## src/rtl/frc_pkg.sv

```systemverilog
`timescale 1ns / 1ps
package frc_pkg;

  localparam int LANES = 8;
  localparam int LANE_W = 3;
  localparam int CNT_W = 8;
  localparam int PAGE_SHIFT = 12;
  localparam int PGN_W = 32 - PAGE_SHIFT;
  localparam logic [CNT_W-1:0] RESERVED_COUNT = 8'd100;
  localparam logic [CNT_W-1:0] MAX_COUNT = 8'd255;

  typedef enum logic [2:0] {
    K_INIT  = 3'd0,
    K_ALLOC = 3'd1,
    K_FREE  = 3'd2,
    K_SHARE = 3'd3,
    K_QUERY = 3'd4
  } kind_t;

  typedef enum logic [2:0] {
    ST_OK     = 3'd0,
    ST_BELOW  = 3'd1,
    ST_NOMEM  = 3'd2,
    ST_BEYOND = 3'd3,
    ST_DOUBLE = 3'd4,
    ST_SAT    = 3'd5
  } status_t;

  typedef enum logic [1:0] {
    CFG_LOW_BASE  = 2'd0,
    CFG_FREE_BASE = 2'd1,
    CFG_MEM_END   = 2'd2
  } cfg_idx_t;

  typedef enum logic [2:0] {
    U_FILL  = 3'd0,
    U_ALLOC = 3'd1,
    U_DEC   = 3'd2,
    U_INC   = 3'd3,
    U_READ  = 3'd4
  } unit_op_t;

  typedef struct packed {
    logic              found;
    logic [LANE_W-1:0] lane;
    logic [CNT_W-1:0]  count;
    status_t           status;
  } unit_rsp_t;

endpackage

```

## src/rtl/frc_unit.sv

```systemverilog
`timescale 1ns / 1ps
module frc_unit #(
  parameter int NUM_FRAMES = 4096,
  parameter int ROW_W = 9
) (
  input  frc_pkg::unit_op_t                              op,
  input  logic [ROW_W-1:0]                               row,
  input  logic [frc_pkg::LANE_W-1:0]                     lane,
  input  logic [frc_pkg::PGN_W-1:0]                      first,
  input  logic [frc_pkg::PGN_W-1:0]                      cnt,
  input  logic [frc_pkg::LANES*frc_pkg::CNT_W-1:0]       rd_row,
  output logic [frc_pkg::LANES*frc_pkg::CNT_W-1:0]       wr_row,
  output frc_pkg::unit_rsp_t                             rsp
);

  localparam int IDX_W = ROW_W + frc_pkg::LANE_W;

  logic [frc_pkg::LANES-1:0][frc_pkg::CNT_W-1:0] rr;
  logic [frc_pkg::LANES-1:0][frc_pkg::CNT_W-1:0] wr;
  logic [IDX_W-1:0]           jidx;
  logic [frc_pkg::PGN_W-1:0]  jx;
  logic [frc_pkg::CNT_W-1:0]  cur;

  assign rr = rd_row;
  assign wr_row = wr;

  always_comb begin
    wr = rr;
    rsp.found = 1'b0;
    rsp.lane = '0;
    rsp.count = '0;
    rsp.status = frc_pkg::ST_OK;
    jidx = '0;
    jx = '0;
    cur = rr[lane];
    for (int l = 0; l < frc_pkg::LANES; l++) begin
      jidx = {row, frc_pkg::LANE_W'(l)};
      if (({1'b0, jidx} < (IDX_W+1)'(NUM_FRAMES)) && (rr[l] == '0)) begin
        rsp.found = 1'b1;
        rsp.lane = frc_pkg::LANE_W'(l);
      end
    end
    unique case (op)
      frc_pkg::U_FILL: begin
        for (int l = 0; l < frc_pkg::LANES; l++) begin
          jx = frc_pkg::PGN_W'({row, frc_pkg::LANE_W'(l)});
          if ((jx >= first) && ((jx - first) < cnt)) begin
            wr[l] = '0;
          end else begin
            wr[l] = frc_pkg::RESERVED_COUNT;
          end
        end
      end
      frc_pkg::U_ALLOC: begin
        if (rsp.found) begin
          wr[rsp.lane] = frc_pkg::CNT_W'(1);
          rsp.count = frc_pkg::CNT_W'(1);
        end else begin
          rsp.status = frc_pkg::ST_NOMEM;
        end
      end
      frc_pkg::U_DEC: begin
        if (cur == '0) begin
          rsp.status = frc_pkg::ST_DOUBLE;
        end else begin
          wr[lane] = cur - frc_pkg::CNT_W'(1);
          rsp.count = cur - frc_pkg::CNT_W'(1);
        end
      end
      frc_pkg::U_INC: begin
        if (cur == frc_pkg::MAX_COUNT) begin
          rsp.status = frc_pkg::ST_SAT;
          rsp.count = frc_pkg::MAX_COUNT;
        end else begin
          wr[lane] = cur + frc_pkg::CNT_W'(1);
          rsp.count = cur + frc_pkg::CNT_W'(1);
        end
      end
      frc_pkg::U_READ: begin
        rsp.count = cur;
      end
      default: begin
        rsp.count = '0;
      end
    endcase
  end

endmodule

```

## config.mk

```make
export PLATFORM = sky130hd
export DESIGN_NAME = frc_unit
export DESIGN_NICKNAME = d
export VERILOG_FILES = /design/src/rtl/frc_pkg.sv /design/src/rtl/frc_unit.sv
export SDC_FILE = /design/constraint.sdc
export NUM_CORES = 1
export LEC_CHECK = 0
export ABC_AREA = 1
export BUFFER_PORTS_ARGS = -buffer_cell sky130_fd_sc_hd__buf_4
export CORE_MARGIN = 1.5
export CORE_UTILIZATION = 55
export DETAILED_ROUTE_END_ITERATION = 6
export PLACE_DENSITY_LB_ADDON = 0.1
export SLEW_MARGIN = 20
export SYNTH_ARGS = -nofsm -noshare
export SYNTH_HDL_FRONTEND = slang
export SYNTH_SLANG_ARGS = --single-unit
```

## constraint.sdc

```tcl
create_clock -name vclk -period 5.2
set_clock_uncertainty 0.05 [all_clocks]
set_input_delay 0.52 -clock vclk [all_inputs]
set_output_delay 0.52 -clock vclk [all_outputs]
set_load 0.05 [all_outputs]
```

After elaboration in Yosys (flattened, before gate mapping):

Cells that the tools add are included.

* bits in registers: 0
* bits in latches: 0
* bits in writable memories: 0
* bits in read-only memories: 0
* input port bits: 119
* word-level logic and storage cells: 94
* memories: 0

* add/subtract/negate cells: 10
* $mul: 0
* divide/modulo/power cells: 0
* magnitude comparators: 20
* eq/ne operators: 5
* shift operators: 0
* mux-type cells: 36
* bitwise logic cells: 3
* reduce and logical (&&, ||, !) cells: 20

Operator list (count)
* $pmux W64 S4: 1
* $mux W64: 3
* $ge A12 B20 Y1: 8
* $lt A20 B20 Y1: 8
* $sub A12 B20 Y20: 8
* $bwmux W64: 2
* $logic_not A8 Y1: 9
* $and A56 B56 Y56: 1
* $mux W7: 8
* $not A56 Y56: 1
* $demux W8 S3: 2
* $mux W8: 5
* $mux W4: 8
* $pmux W8 S4: 1
* $bmux W8 S3: 1
* $logic_and A1 B1 Y1: 10
* $pmux W3 S3: 1
* $add A8 B1 Y8 const B: 1
* $eq A8 B8 Y1 const B: 1
* $lt A3 B4 Y1 const B: 2
* $or A8 B8 Y8: 1
* $sub A8 B1 Y8 const B: 1
* $eq A3 B2 Y1 const B: 2
* $ge A3 B1 Y1 const B: 2
* other kinds (6): 7

Logic depth before layout (Yosys ltp):

* depth after elaboration: 17
* gate-level depth with buffers: 22
* gate-level depth less buffers: 22

Worst setup path after synthesis:

OpenSTA, ideal clock, no wires.

* path kind: input -> output
* start point: input port first[3] in the netlist's numbering
* end point: output port wr_row[26] in the netlist's numbering
* arrival time: 3.693 ns
* data required time: 4.630 ns
* setup slack: 0.937 ns
* cell stages on the path: 19
* path buffers: 1
* cells stage by stage: inv_1 > ha_1 > clkbuf_2 > nand2_1 > nor2_2 > inv_1 > nor2_2 > inv_1 > nor2_4 > a21oi_1 > xor2_1 > ha_1 > a21oi_1 > o21ai_0 > a21oi_1 > a21boi_0 > nand3_1 > a22oi_1 > nand4_1

* cells in the longest elaborated chain, start to end: 5
* elaborated cells on any way between the ends: 6

Ends and longest elaborated chain
* start, declared: line frc_unit.sv:9 `input logic [frc_pkg::PGN_W-1:0] first,`
* $sub A12 B20 Y20: line frc_unit.sv:47 `if ((jx >= first) && ((jx - first) < cnt)) begin`
* $lt A20 B20 Y1: line frc_unit.sv:47
* $logic_and A1 B1 Y1 (*): line frc_unit.sv:47
* $mux W7 (*): line frc_unit.sv:47
* $pmux W64 S4 (*): line frc_unit.sv:43 `unique case (op)`
* end, declared: line frc_unit.sv:12 `output logic [frc_pkg::LANES*frc_pkg::CNT_W-1:0] wr_row,`

Every way passes the cells marked *; elsewhere a longest branch is shown, timed or not.

Final worst setup path:

* start point: input port first[3] in the netlist's numbering
* end point: output port wr_row[37] in the netlist's numbering

The elaborated chain is that of the path after synthesis.

==> metrics.md <==
| Metric | Value |
|---|---|
| Outcome | finished, violations left |
| Violated checks | DRC |
| Register area | 0 um2 |
| Core area | 19700 um2 |
| Largest cells by area after synthesis | nand2_1, ha_1, a21oi_1 |
| Wl on met1 | about 20000 um |
| Share of layout cells above drive strength 1 | between 10% and 20% |
| Number of clock-tree buffers in the layout | 0 |
| Synth Area in Compound Gates | 18.5% |
| RSZ-0062 raised after global routing | false |
| Largest net degree at the start of global routing | between 50 and 60 |
| Area of the multi-input gates | 9950 um2 |
| Initial antenna violation count | 1 |
| Die Area | approximately 21000 um2 |
| DP HPWL | 41400 um |
| Max cap viols | 0 |
| Synthesized Nets | 2297 |
| # IOs | 198 |
| Die height | between 100 and 150 um |
| CP max-delay cell | ha_2 |
| Drt pass-1 iters | 7 |
| Total Power | 1890 uW |
| Crit path buf inv count | 5 |
| Commonest non-fill, non-tap cells in the layout | nand2_1, buf_4, inv_1 |
| Fin crit share | 98.3% |
| Synth Area in XOR/XNOR | 11.1% |
| Fillers | between 1500 and 2000 |
| Worst-path maximum fanout | 8 |
| Most common cell after layout, fill and taps aside | nand2_1 |
| Congestion Overflow GR | 0 |
| YS warnings | 0 |
| WP data required | 4630 ps |
| CP Cell Sequence | buf_4 > inv_1 > ha_2 > nand2_1 > inv_1 > a21oi_2 > o31ai_1 > a21oi_1 > xor2_1 > ha_1 > nand2_1 > inv_1 > nor2_1 > o21a_1 > o21ai_0 > a21oi_1 > nand3_1 > a21oi_1 > nand4_1 > buf_4 |
| Setup ws final | 85.9 ps |
| Top routing layer used | met5 |
| Main combinational cell family by area after synthesis | simple AND/OR/NAND/NOR gates |
| Via count | 15300 |
| Postcts setup bufs | 0 |
| Final Wtd Congestion | 1.11 |
| Critical path's top delay family | compound AO/OA/AOI/OAI gates |
| DRC Markers | 12 |
| P&R area growth vs syn | 16.7% |
| Post-Synth Simple-Gate Area | ~39% |
| Die width | 146 um |
| Post-DR wirelength/cell | 20.9 um |
| Setup TNS | 0 ps |
| Num rows | 51 |
| Slew @ Worst Pin | between 900 and 1000 ps |
| Mux cell area share after synthesis | 0% |
| Final hold vios | 0 |
| Crit-path max cell delay | 360 ps |
| Mean Syn Cell Area | approximately 5.6 um2 |
| Post-layout util | 66.2% |
| Crit path capture type | primary output |
| Hold_buf cts | 0 |
| CP Class | primary input to primary output |
| Leakage | 0.00698 uW |
| Critical path arrival | 4540 ps |
| VDD IR max | 0.101 mV |
| Cell area after synthesis | between 10000 and 15000 um2 |
| Pre-CTS setup slack | 176 ps |
| Synth area leader | nand2_1 |
| Seq cells | 0 |
| Post-synth cell types | 46 |
| Max-slew headroom | 35.4% |
| Routed wl met3 | 8730 um |
| Met2 Routed Length | 20100 um |
| Vias per Instance | between 6 and 7 |
| Final antenna-violating net count | 0 |
| PortBufs | 198 |
| Worst Hold Class | primary input to primary output |
| Vias in the first global route | roughly 14000 |
| NumNets Final | 2483 |
| Min cycle time layout | 5110 ps |
| Yosys top cell area share | roughly a fifth |
| Cells after Synth | 2004 |
| Part of the Yosys area used for sequential elements | 0% |
| Fmax | between 0.15 and 0.2 GHz |
| Initial core utilization | 56.7% |
| CP startpoint kind | primary input |
| Pwr/cell area | ~140 nW/um2 |
| Global-route wire length before repair | about 76000 um |
| Initial DRC count | 2513 |
| GRT Overall Usage | 45.5% |
| Slew Viols, Final | 0 |
| Total wire length | 51200 um |
| Adder-cell area share of the yosys netlist | between 10% and 20% |
| Final setup viols | 0 |
-- where the power goes --
| part | internal, uW | total, uW | switching [uW] |
|---|---|---|---|
| clock | 0.00000340 | 0.00000340 | 0 |
| combinational | 597 | 1890 | 1290 |
| sequential | 0 | 0 | 0 |
| total | 597 | 1890 | 1290 |
-- through the flow --
stage | instances | hold WS [ps] | instance area (um2)
after floorplan | 2004 | 1310 | 11200
after global placement | 2453 | 1380 | 13000
after detailed placement | 2453 | 1380 | 13000
after CTS | 2453 | 1390 | 13000
after global routing | 2453 | 1410 | 13100
final | 2454 | 1380 | 13100
-- per-layer routing --
layer / up-vias / track usage [%]
li1: 7038 / -
met1: 6840 / 64.9
met2: 1250 / 65.3
met3: 172 / 13.2
met4: 2 / 13.0
met5: - / 1.59
-- final cells by class --
type | instances | share of cell area [%]
Tap cell | 265 | 2.54
Antenna cell | 1 | 0.0192
Multi-Input combinational cell | 1690 | 76.2
Timing Repair Buffer | 239 | 13.7
Inverter | 259 | 7.47
-- logic make-up after synthesis --
logic type / count (synthesis)
buffers and inverters: 314
AOI/OAI and AO/OA: 384
xor gates and xnor gates: 137
and+or+nand+nor: 995
adders and majority gates: 174
-- timing repair --
item,CTS,global route
setup endpoints to repair,0,15
resized for setup,0,6
endpoints found under the hold margin,0,0
-- synthesized netlist by cell type, types with 2 or more instances --
master    count
o21a_1        9
o21ai_2       2
or2_2         3
o21ai_1      13
ha_1        172
nand3_1     141
nor2_1      113
nand2_1     587
buf_2        10
nor2_4        8
inv_2        28
o211ai_1     22
a21boi_0      3
o21bai_1      3
buf_4         7
fa_1          2
nand2_2      14
xnor2_1      12
nand4_1      84
clkbuf_1     32
a21oi_1     217
nand3b_1      7
inv_1       229
nor2_2        9
a22oi_1      11
nand3_2       2
nor3_1       12
buf_6         4
nand2_4       9
o21ai_0      98
xor2_4        2
xor2_1      123
nor2_8        2
nor4_1        2
-- final timing paths --
| kind | startpoint | end | slack (ps) | depth (start not counted) |
|---|---|---|---|---|
| worst min-delay path | rd_row[45] | wr_row[45] | 1380 | 4 |
| worst max-delay path | first[3] | wr_row[37] | 90 | 20 |
(Power assumes the default switching activity.)
